**src/eased_spline_path_generator_assert.svh**
```systemverilog
// Assertion macros for the eased spline path generator.
// Expects clk and rst in the scope of the including module.
`ifndef EASED_SPLINE_PATH_GENERATOR_ASSERT_SVH
`define EASED_SPLINE_PATH_GENERATOR_ASSERT_SVH

// antecedent implies consequent in the same cycle
`define ESP_CHECK(label, ante, cons) \
  label: assert property (@(posedge clk) disable iff (rst) (ante) |-> (cons)) \
    else $error("check failed");

// antecedent implies consequent in the next cycle
`define ESP_CHECK_NEXT(label, ante, cons) \
  label: assert property (@(posedge clk) disable iff (rst) (ante) |=> (cons)) \
    else $error("check failed");

`endif

```
**src/esp_pkg.sv**
```systemverilog
// Shared types and constants for the eased spline path generator.
// No dependencies.
package esp_pkg;

  localparam int DUR_W   = 25;
  localparam int CNT_W   = 4;
  localparam int MODE_W  = 2;
  localparam int IDX_W   = 3;
  localparam int DT_W    = 20;
  localparam int CFG_IDX_W = 1;

  localparam int MAX_POINTS_DEF = 8;
  localparam int COORD_BITS_DEF = 16;
  localparam int PHASE_BITS_DEF = 16;

  localparam logic [DUR_W-1:0] DUR_RESET = 25'd10000000;

  localparam logic [CFG_IDX_W-1:0] REG_LOOP_DURATION = 1'd0;
  localparam logic [CFG_IDX_W-1:0] REG_POINT_COUNT   = 1'd1;

  localparam logic [MODE_W-1:0] MODE_LOAD    = 2'd0;
  localparam logic [MODE_W-1:0] MODE_TICK    = 2'd1;
  localparam logic [MODE_W-1:0] MODE_RESTART = 2'd2;
  localparam logic [MODE_W-1:0] MODE_UNUSED  = 2'd3;

  typedef enum logic [2:0] {
    S_IDLE, S_MOD, S_PHASE, S_EASE, S_MAP, S_READ, S_HORN, S_DONE
  } state_t;

endpackage

```
**src/esp_ram.sv**
```systemverilog
// Generic single write port RAM with registered read.
// No dependencies.
module esp_ram #(
  parameter int WIDTH = 48,
  parameter int DEPTH = 8
) (
  input  logic                     clk,
  input  logic                     we,
  input  logic [$clog2(DEPTH)-1:0] waddr,
  input  logic [WIDTH-1:0]         wdata,
  input  logic [$clog2(DEPTH)-1:0] raddr,
  output logic [WIDTH-1:0]         rdata
);

  logic [WIDTH-1:0] mem [DEPTH];

  always_ff @(posedge clk) begin
    if (we) begin
      mem[waddr] <= wdata;
    end
    rdata <= mem[raddr];
  end

endmodule

```
**src/eased_spline_path_generator.sv**
```systemverilog
// Eased closed-loop Catmull-Rom path generator. Once a tick word is taken the
// input stays stalled through a bit-serial divider for the time modulo (26 steps)
// and the phase (PHASE_BITS steps), then one shared shift-add multiplier, one bit
// per cycle, for two ease products and nine Horner products. With one to three
// points a tick skips the phase divide and the ease and Horner products, and with
// none also the point reads; any tick stalls longer while an earlier result
// still waits. Load, restart and held words, and ticks while the loop duration
// is zero, do not stall the input. A finished result waits in the output
// register while the next word is taken.
// Depends on esp_pkg, esp_ram and eased_spline_path_generator_assert.svh.
module eased_spline_path_generator #(
  parameter int MAX_POINTS = esp_pkg::MAX_POINTS_DEF,
  parameter int COORD_BITS = esp_pkg::COORD_BITS_DEF,
  parameter int PHASE_BITS = esp_pkg::PHASE_BITS_DEF
) (
  input  logic                           clk,
  input  logic                           rst,
  input  logic                           cfg_we,
  input  logic [esp_pkg::CFG_IDX_W-1:0]  cfg_index,
  input  logic [esp_pkg::DUR_W-1:0]      cfg_data,
  input  logic                           in_valid,
  output logic                           in_ready,
  input  logic [esp_pkg::MODE_W-1:0]     mode,
  input  logic [esp_pkg::IDX_W-1:0]      point_index,
  input  logic signed [COORD_BITS-1:0]   point_x,
  input  logic signed [COORD_BITS-1:0]   point_y,
  input  logic signed [COORD_BITS-1:0]   point_z,
  input  logic [esp_pkg::DT_W-1:0]       delta_time,
  input  logic                           hold,
  output logic                           out_valid,
  input  logic                           out_ready,
  output logic signed [COORD_BITS-1:0]   target_x,
  output logic signed [COORD_BITS-1:0]   target_y,
  output logic signed [COORD_BITS-1:0]   target_z
);

  import esp_pkg::*;

  localparam int PB    = PHASE_BITS + 1;
  localparam int ACC_W = COORD_BITS + 6;
  localparam int MW    = (ACC_W > PHASE_BITS + 3) ? ACC_W : PHASE_BITS + 3;
  localparam int PW    = MW + PB;
  localparam int AW    = $clog2(MAX_POINTS);
  localparam int NW    = $clog2(MAX_POINTS + 1);
  localparam int SUM_W = DUR_W + 1;
  localparam int DCW   = $clog2(SUM_W + 1);
  localparam int MCW   = $clog2(PB + 1);
  localparam int RW    = 3 * COORD_BITS;
  localparam logic [PB:0] ONE_X = (PB + 1)'(1) << PHASE_BITS;
  localparam logic signed [PW-1:0] HALF_LSB = PW'(1) <<< (PHASE_BITS - 1);
  localparam logic signed [MW-1:0] CMAX = MW'((64'sd1 <<< (COORD_BITS - 1)) - 64'sd1);
  localparam logic signed [MW-1:0] CMIN = -CMAX - MW'(1);

  state_t state, state_next;

  logic [DUR_W-1:0] loop_duration;
  logic [CNT_W-1:0] point_count;
  logic [DUR_W-1:0] elapsed;

  // divider
  logic [DUR_W-1:0]      div_rem;
  logic [SUM_W-1:0]      div_dvd;
  logic [PHASE_BITS-1:0] div_q;
  logic [DCW-1:0]        dcnt;
  logic [SUM_W-1:0]      div_t;
  logic                  div_geq;
  logic [SUM_W-1:0]      div_sub;

  // multiplier
  logic signed [PW-1:0] mcand, prod, rsum, rfull;
  logic [PB-1:0]        mplier;
  logic [MCW-1:0]       mcnt;
  logic signed [MW-1:0] r;

  // ease and mapping
  logic                  lo;
  logic [PHASE_BITS-1:0] tph;
  logic [PB-1:0]         fval;
  logic [PB:0]           omq;
  logic                  eop;
  logic [PHASE_BITS-1:0] ease_e, e_new;
  logic [PHASE_BITS-1:0] s;
  logic [NW-1:0]         n;
  logic [PHASE_BITS+NW-1:0] u;
  logic [NW-1:0]         seg;
  logic [NW:0]           i0, i1, i2, i3;
  logic                  direct;

  // point fetch and Horner
  logic [AW-1:0]  idx [4];
  logic [RW-1:0]  pts [4];
  logic [2:0]     rcnt;
  logic [AW-1:0]  raddr;
  logic [RW-1:0]  rdata;
  logic [1:0]     k, hop, ksel;
  logic signed [COORD_BITS-1:0] q0, q1, q2, q3;
  logic signed [MW-1:0] c0, c1, c2, c3, ca, cb, cc, cd, coef, acc_new, half;
  logic signed [COORD_BITS-1:0] sat, res [3];

  // load port
  logic          ram_we;
  logic [AW-1:0] waddr;
  logic [31:0]   idx_ext;

  logic accept, tick_go;

  assign in_ready = (state == S_IDLE);
  assign accept   = in_valid && in_ready;
  assign tick_go  = (mode == MODE_TICK) && !hold && (loop_duration != '0);
  assign idx_ext  = 32'(point_index);
  assign waddr    = idx_ext[AW-1:0];
  assign ram_we   = accept && (mode == MODE_LOAD) && (idx_ext < MAX_POINTS);
  assign raddr    = idx[rcnt[1:0]];

  esp_ram #(.WIDTH(RW), .DEPTH(MAX_POINTS)) u_points (
    .clk   (clk),
    .we    (ram_we),
    .waddr (waddr),
    .wdata ({point_z, point_y, point_x}),
    .raddr (raddr),
    .rdata (rdata)
  );

  always_comb begin
    n = (int'(point_count) > MAX_POINTS) ? NW'(MAX_POINTS) : NW'(point_count);
    // restoring divide step
    div_t   = {div_rem, div_dvd[SUM_W-1]};
    div_geq = div_t >= {1'b0, loop_duration};
    div_sub = div_t - {1'b0, loop_duration};
    // rounding shift of the product
    rsum  = prod + HALF_LSB;
    rfull = rsum >>> PHASE_BITS;
    r     = rfull[MW-1:0];
    omq   = ONE_X - {2'b00, div_q};
    e_new = lo ? r[PHASE_BITS-1:0] : PHASE_BITS'(-(r >>> 1));
    // segment mapping
    u   = (PHASE_BITS + NW)'(ease_e) * (PHASE_BITS + NW)'(n);
    seg = u[PHASE_BITS+NW-1:PHASE_BITS];
    i1  = {1'b0, seg};
    i0  = (seg == '0) ? {1'b0, n} - (NW + 1)'(1) : i1 - (NW + 1)'(1);
    i2  = i1 + (NW + 1)'(1);
    if (i2 >= {1'b0, n}) begin
      i2 = i2 - {1'b0, n};
    end
    i3  = i1 + (NW + 1)'(2);
    if (i3 >= {1'b0, n}) begin
      i3 = i3 - {1'b0, n};
    end
    // coefficients of the selected coordinate
    ksel = k;
    q0 = pts[0][ksel*COORD_BITS +: COORD_BITS];
    q1 = pts[1][ksel*COORD_BITS +: COORD_BITS];
    q2 = pts[2][ksel*COORD_BITS +: COORD_BITS];
    q3 = pts[3][ksel*COORD_BITS +: COORD_BITS];
    c0 = MW'(q0);
    c1 = MW'(q1);
    c2 = MW'(q2);
    c3 = MW'(q3);
    ca = c1 <<< 1;
    cb = c2 - c0;
    cc = (c0 <<< 1) - ((c1 <<< 2) + c1) + (c2 <<< 2) - c3;
    cd = c3 - c0 + ((c1 <<< 1) + c1) - ((c2 <<< 1) + c2);
    case (hop)
      2'd0:    coef = cc;
      2'd1:    coef = cb;
      default: coef = ca;
    endcase
    acc_new = r + coef;
    half    = (acc_new + MW'(1)) >>> 1;
    if (half > CMAX) begin
      sat = CMAX[COORD_BITS-1:0];
    end else if (half < CMIN) begin
      sat = CMIN[COORD_BITS-1:0];
    end else begin
      sat = half[COORD_BITS-1:0];
    end
  end

  always_ff @(posedge clk) begin
    if (rst) begin
      state <= S_IDLE;
    end else begin
      state <= state_next;
    end
  end

  always_comb begin
    state_next = state;
    case (state)
      S_IDLE: begin
        if (in_valid && tick_go) begin
          state_next = S_MOD;
        end
      end
      S_MOD: begin
        if (dcnt == '0) begin
          if (n == '0) begin
            state_next = S_DONE;
          end else if (n < NW'(4)) begin
            state_next = S_READ;
          end else begin
            state_next = S_PHASE;
          end
        end
      end
      S_PHASE: begin
        if (dcnt == '0) begin
          state_next = S_EASE;
        end
      end
      S_EASE: begin
        if (mcnt == '0 && eop) begin
          state_next = S_MAP;
        end
      end
      S_MAP:  state_next = S_READ;
      S_READ: begin
        if (rcnt == 3'd4) begin
          state_next = direct ? S_DONE : S_HORN;
        end
      end
      S_HORN: begin
        if (mcnt == '0 && hop == 2'd2 && k == 2'd2) begin
          state_next = S_DONE;
        end
      end
      S_DONE: begin
        if (!out_valid || out_ready) begin
          state_next = S_IDLE;
        end
      end
      default: state_next = S_IDLE;
    endcase
  end

  always_ff @(posedge clk) begin
    if (rst) begin
      loop_duration <= DUR_RESET;
      point_count   <= '0;
      elapsed       <= '0;
      out_valid     <= 1'b0;
    end else begin
      if (cfg_we) begin
        case (cfg_index)
          REG_LOOP_DURATION: loop_duration <= cfg_data;
          REG_POINT_COUNT:   point_count   <= cfg_data[CNT_W-1:0];
          default: ;
        endcase
      end
      if (accept && mode == MODE_RESTART) begin
        elapsed <= '0;
      end
      if (state == S_MOD && dcnt == '0) begin
        elapsed <= div_rem;
      end
      if (state == S_DONE && (!out_valid || out_ready)) begin
        out_valid <= 1'b1;
      end else if (out_ready) begin
        out_valid <= 1'b0;
      end
    end
  end

  always_ff @(posedge clk) begin
    if (state == S_DONE && (!out_valid || out_ready)) begin
      target_x <= res[0];
      target_y <= res[1];
      target_z <= res[2];
    end
  end

  // datapath
  always_ff @(posedge clk) begin
    if (mcnt != '0) begin
      prod   <= prod + (mplier[0] ? mcand : '0);
      mcand  <= mcand <<< 1;
      mplier <= mplier >> 1;
      mcnt   <= mcnt - MCW'(1);
    end
    case (state)
      S_IDLE: begin
        mcnt <= '0;
        if (in_valid && tick_go) begin
          div_rem <= '0;
          div_dvd <= {1'b0, elapsed} + SUM_W'(delta_time);
          dcnt    <= DCW'(SUM_W);
        end
      end
      S_MOD, S_PHASE: begin
        if (dcnt != '0) begin
          div_rem <= div_geq ? div_sub[DUR_W-1:0] : div_t[DUR_W-1:0];
          div_dvd <= div_dvd << 1;
          div_q   <= {div_q[PHASE_BITS-2:0], div_geq};
          dcnt    <= dcnt - DCW'(1);
        end else if (state == S_MOD) begin
          // remainder is the new elapsed time and seeds the phase divide
          div_dvd <= '0;
          dcnt    <= DCW'(PHASE_BITS);
          direct  <= 1'b1;
          rcnt    <= '0;
          for (int j = 0; j < 4; j++) begin
            idx[j] <= '0;
          end
          res[0] <= '0;
          res[1] <= '0;
          res[2] <= '0;
        end else begin
          tph    <= div_q;
          lo     <= !div_q[PHASE_BITS-1];
          fval   <= {omq[PB-2:0], 1'b0};
          eop    <= 1'b0;
          prod   <= '0;
          mcnt   <= MCW'(PB);
          mcand  <= div_q[PHASE_BITS-1] ? PW'({omq[PB-2:0], 1'b0}) : PW'(div_q);
          mplier <= div_q[PHASE_BITS-1] ? {omq[PB-2:0], 1'b0} : PB'(div_q);
        end
      end
      S_EASE: begin
        if (mcnt == '0) begin
          if (!eop) begin
            eop    <= 1'b1;
            prod   <= '0;
            mcnt   <= MCW'(PB);
            mcand  <= lo ? PW'(r <<< 2) : PW'(r);
            mplier <= lo ? PB'(tph) : fval;
          end else begin
            ease_e <= e_new;
          end
        end
      end
      S_MAP: begin
        s      <= u[PHASE_BITS-1:0];
        idx[0] <= i0[AW-1:0];
        idx[1] <= i1[AW-1:0];
        idx[2] <= i2[AW-1:0];
        idx[3] <= i3[AW-1:0];
        direct <= 1'b0;
        rcnt   <= '0;
      end
      S_READ: begin
        rcnt <= rcnt + 3'd1;
        if (rcnt != '0) begin
          pts[rcnt[1:0] - 2'd1] <= rdata;
        end
        if (rcnt == 3'd4) begin
          if (direct) begin
            res[0] <= rdata[COORD_BITS-1:0];
            res[1] <= rdata[2*COORD_BITS-1:COORD_BITS];
            res[2] <= rdata[RW-1:2*COORD_BITS];
          end
          k   <= '0;
          hop <= '0;
        end
      end
      S_HORN: begin
        if (rcnt == 3'd5) begin
          // start of a coordinate: all four points are in place
          rcnt   <= '0;
          prod   <= '0;
          mplier <= {1'b0, s};
          mcand  <= PW'(cd);
          mcnt   <= MCW'(PB);
        end else if (mcnt == '0) begin
          prod   <= '0;
          mplier <= {1'b0, s};
          if (hop != 2'd2) begin
            hop   <= hop + 2'd1;
            mcand <= PW'(acc_new);
            mcnt  <= MCW'(PB);
          end else begin
            res[k] <= sat;
            hop    <= '0;
            k      <= k + 2'd1;
            rcnt   <= 3'd5;
          end
        end
      end
      default: ;
    endcase
  end

  `include "eased_spline_path_generator_assert.svh"

  `ESP_CHECK_NEXT(a_mod_reduces, state == S_MOD && dcnt == '0, elapsed < loop_duration)
  `ESP_CHECK_NEXT(a_tick_starts,
    in_valid && in_ready && tick_go, state == S_MOD)
  `ESP_CHECK(a_mult_bound, 1'b1, mcnt <= MCW'(PB))
  `ESP_CHECK(a_read_bound, state == S_READ, rcnt <= 3'd4)
  `ESP_CHECK(a_coord_bound, state == S_HORN, k != 2'd3)

endmodule
```
**config.mk**
```make
export PLATFORM = sky130hd
export DESIGN_NAME = eased_spline_path_generator
export DESIGN_NICKNAME = d
export VERILOG_FILES = /design/src/esp_pkg.sv /design/src/esp_ram.sv /design/src/eased_spline_path_generator.sv
export VERILOG_INCLUDE_DIRS = /design/src /design/src/src
export SDC_FILE = /design/constraint.sdc
export NUM_CORES = 2
export LEC_CHECK = 0
export ABC_CLOCK_PERIOD_IN_PS = 9500
export BUFFER_PORTS_ARGS = -buffer_cell sky130_fd_sc_hd__buf_2
export CORE_MARGIN = 5
export CORE_UTILIZATION = 50
export CTS_BUF_LIST = sky130_fd_sc_hd__clkbuf_2 sky130_fd_sc_hd__clkbuf_4 sky130_fd_sc_hd__clkbuf_8
export DETAILED_ROUTE_END_ITERATION = 7
export PLACE_DENSITY = 0.68
export SYNTH_ARGS = -nofsm -noshare
export SYNTH_HDL_FRONTEND = slang
export SYNTH_SLANG_ARGS = --single-unit
```
**constraint.sdc**
```tcl
create_clock -name clk -period 9.5 [get_ports clk]
set_input_delay 1.425 -clock clk [delete_from_list [all_inputs] [get_ports clk]]
set_output_delay 1.425 -clock clk [all_outputs]
set_load 0.03 [all_outputs]
```
==> impl_metrics.csv <==
group,metric,value,unit
worst_hold_path,hold_class,"register to register",
synthesis,ys_seq_area_share,52.5,%
placement,place_ws,0.437,ns
clocking,clkLatencyLatePin,0.87,ns
synthesis,ys_types,107,
die,die-area,117000,sq um
synthesis,yosysWarningCount,0,
synthesis,synth-seq-cells,1035,
placement,dp_hpwl,105,mm
grt,grt_pass1_vias,37200,
grt,use_met3,4.90,%
placement,routabilityCongestion,0.975,
die,core_area,110000,sq um
synthesis,synth_enable_flop_cells,829,
clocking,cts_root_buffer,"clkbuf_8",
grt,grt_first_pass_wirelength,223,mm
detailed_routing,first_iter_violations,3837,
synthesis,syn_nets,5116,
power_and_ir_drop,leakagePower,23.4,nW
worst_setup_path,crit_path_start_kind,"register",
synthesis,synth_mux_area_share,7.80,%
worst_setup_path,cp-end-kind,"register",
die,ios,155,
grt,overflow,0,
detailed_routing,viasPerCell,5.85,
die,start_util,50.2,%
synthesis,yosysMostFrequentCell,"edfxtp_1",
worst_setup_path,cp.arrival,9.67,ns
clocking,cts_made_buffers,168,
synthesis,synthArstFlopShare,0,%
clocking,clk_pin_slew,0.06,ns
detailed_routing,detail-route-antenna-nets,0,
worst_setup_path,crit_top_cell,"inv_1",
power_and_ir_drop,vdd.ir_drop.worst,350,uV
grt,met2_usage,38.5,%
finish,fillers,9213,
clocking,cts_setup_buffers,0,
run,drv_cap,0,
detailed_routing,num_vias,37900,
grt,grt_max_degree,72,
synthesis,syn_area_per_cell,11.9,sq um
synthesis,synth.top_cells.by_area,"edfxtp_1, dfxtp_1, fa_1",
detailed_routing,drt-total-wl,148,mm
sta,holdWs,0.418,ns
clocking,clk_path_buf_depth,3,
worst_setup_path,worst_path_largest_cell_delay,0.51,ns
synthesis,synth_common_cells,"edfxtp_1, nand2_1, nor2_1, inv_1, a21oi_1",
worst_hold_path,hold_end,"target_z[12]",
sta,hold_violations,0,
die,die_y,343,um
sta,setup_viol,0,
grt,grt_use_total,24.8,%
sta,layout_setup_ws,0.482,ns
power_and_ir_drop,p_per_area,253,nW/um^2
finish,final_core_util,55.8,%
worst_setup_path,worstPathRequired,10.15,ns
placement,portBuffers,154,
finish,finalNetCount,5331,
die,die_x,343,um
finish,drive_above_1_share,15.7,%
detailed_routing,drc,0,
synthesis,synth_top_family_by_area,"compound AO/OA/AOI/OAI gates",
clocking,htreeDepth,4,
worst_setup_path,cp_slowest_cell,"xnor2_1",
sta,max_slew.worst_pin.slew,1.23,ns
worst_setup_path,crit_fanout,28,
die,placement_rows,122,
worst_setup_path,timing.reg2reg.worst_path_depth,36,
finish,stdcell_area,61500,sq um
synthesis,yosysTopAreaCellShare,45.0,%
synthesis,ys.flop_type,"edfxtp_1",
grt,antenna_found_initial,13,
grt,top_usage_layer,"met2",
sta,slew_violations,0,
clocking,cts_sinks,1035,
finish,area_growth,11.3,%
detailed_routing,drtPass1Iterations,7,
worst_setup_path,criticalPathCategory,"register to register",
synthesis,synth-adder-area-share,10.7,%
sta,finalCritPeriodShare,94.9,%
status,status,"finished, final reports clean",
sta,fin_tns_setup,0,ns
clocking,cts_tree,"built",
worst_setup_path,timing.reg2reg.setup_slack,0.48,ns
sta,slew-limit-headroom,17.7,%
worst_setup_path,r2r-end,"res[2][3]",
synthesis,synth_xor_area_share,3.29,%
synthesis,syn_area,55300,sq um
worst_setup_path,regToRegStartpoint,"k[1]",
synthesis,yosys.area_share.simple,9.91,%
detailed_routing,routedWlPerCell,22.8,um
worst_hold_path,hp-start,"res[2][12]",
synthesis,synth_compound_area_share,12.3,%
placement,place_area,58000,sq um
sta,fmax,111,MHz
synthesis,synth_top_area_cell,"edfxtp_1",
sta,fin_skew,0.0751,ns
sta,period_needed,9.02,ns
grt,use_met1,35.6,%
synthesis,syn_inst,4629,
worst_hold_path,worstHoldPathCells,0,
kinds of logic (layout without fill, tap and decap cells):
group	after synthesis	after routing
AOI/OAI and AO/OA	1019	1019
xor gates and xnor gates	203	203
adders and majority gates	382	382
buffers and inverters	505	860
DFF	1035	1035
muxes	300	300
other	0	4
and+or+nand+nor	1185	1185
power breakdown:
| part | total [mW] | switching [mW] | leakage, nW | internal [mW] |
|---|---|---|---|---|
| Clock | 4.00 | 1.86 | 1.87 | 2.14 |
| Combinational | 5.72 | 3.61 | 12.3 | 2.11 |
| Sequential | 5.87 | 0.432 | 9.26 | 5.44 |
how the worst max path moves through the flow:
stage                     startpoint    endpoint  slack, ns  cells past startpoint
after floorplan                 k[1]  res[0][10]       0.81                     36
after global placement          k[1]  res[0][11]       0.64                     31
after detailed placement        k[1]  res[0][11]       0.44                     30
after CTS                       k[1]  res[0][11]       0.42                     30
after global routing            k[1]   res[2][3]      -0.02                     35
final                           k[1]   res[2][3]       0.48                     36
placed cells by master, fill, tap and decap left out, types with 132 or more instances in the layout:
cell type / count
a21oi_1: 259
buf_2: 154
clkbuf_8: 184
dfxtp_1: 206
edfxtp_1: 829
fa_1: 149
ha_1: 233
inv_1: 306
mux2i_1: 143
nand2_1: 406
nor2_1: 364
o21ai_0: 194
xnor2_1: 132
flip-flops by register name, summed over array words and instances, names as in the netlist, 17 cells and up, named ones only:
signal and cells:
loop_duration 25, u_points.mem 384, mplier 17, elapsed 25, prod 38, pts 192, res 48, u_points.rdata 48
div_dvd 26, mcand 38, div_rem 25
what timing repair did:
action | CTS | global route
setup endpoints to repair | 0 | 35
gates resized for setup | 0 | 6
hold buffers | 0 | 0
critical path: cells and delay by family, from the launching register on:
family | cells | cell delay [ns]
AO/OA/AOI/OAI | 13 | 2.77
XOR/XNOR | 3 | 0.83
adder cells (fa/ha/maj) | 5 | 2.23
buffers and inverters | 8 | 1.20
flip-flops | 1 | 0.39
multiplexers | 1 | 0.23
AND/OR/NAND/NOR | 6 | 1.14
metal layers:
layer | part of all wire [%] | wire length (um)
met3 | 7.9 | 11700
met1 | 44 | 64400
met5 | 0.037 | 55
met2 | 45 | 67200
met4 | 3.0 | 4450
stage by stage:
stage	power [mW]	instances
6_report	15.6	6476
5_1_grt	16.4	6475
4_1_cts	15.6	6472
3_5_place_dp	11.6	6162
3_3_place_gp	11.5	6162
2_1_floorplan	9.86	4629
cell type report:
cell class / instances / area (sq um) / area share, %
sequential: 1035 / 29000 / 47.1
multi-input combinational: 3089 / 24500 / 39.8
clock buffer: 242 / 2970 / 4.82
tap: 1488 / 1860 / 3.03
timing repair buffer: 242 / 1470 / 2.39
inverter: 308 / 1160 / 1.88
clock inverter: 68 / 581 / 0.943
antenna: 4 / 10.0 / 0.0163
Power figures use the tool's default switching activity.
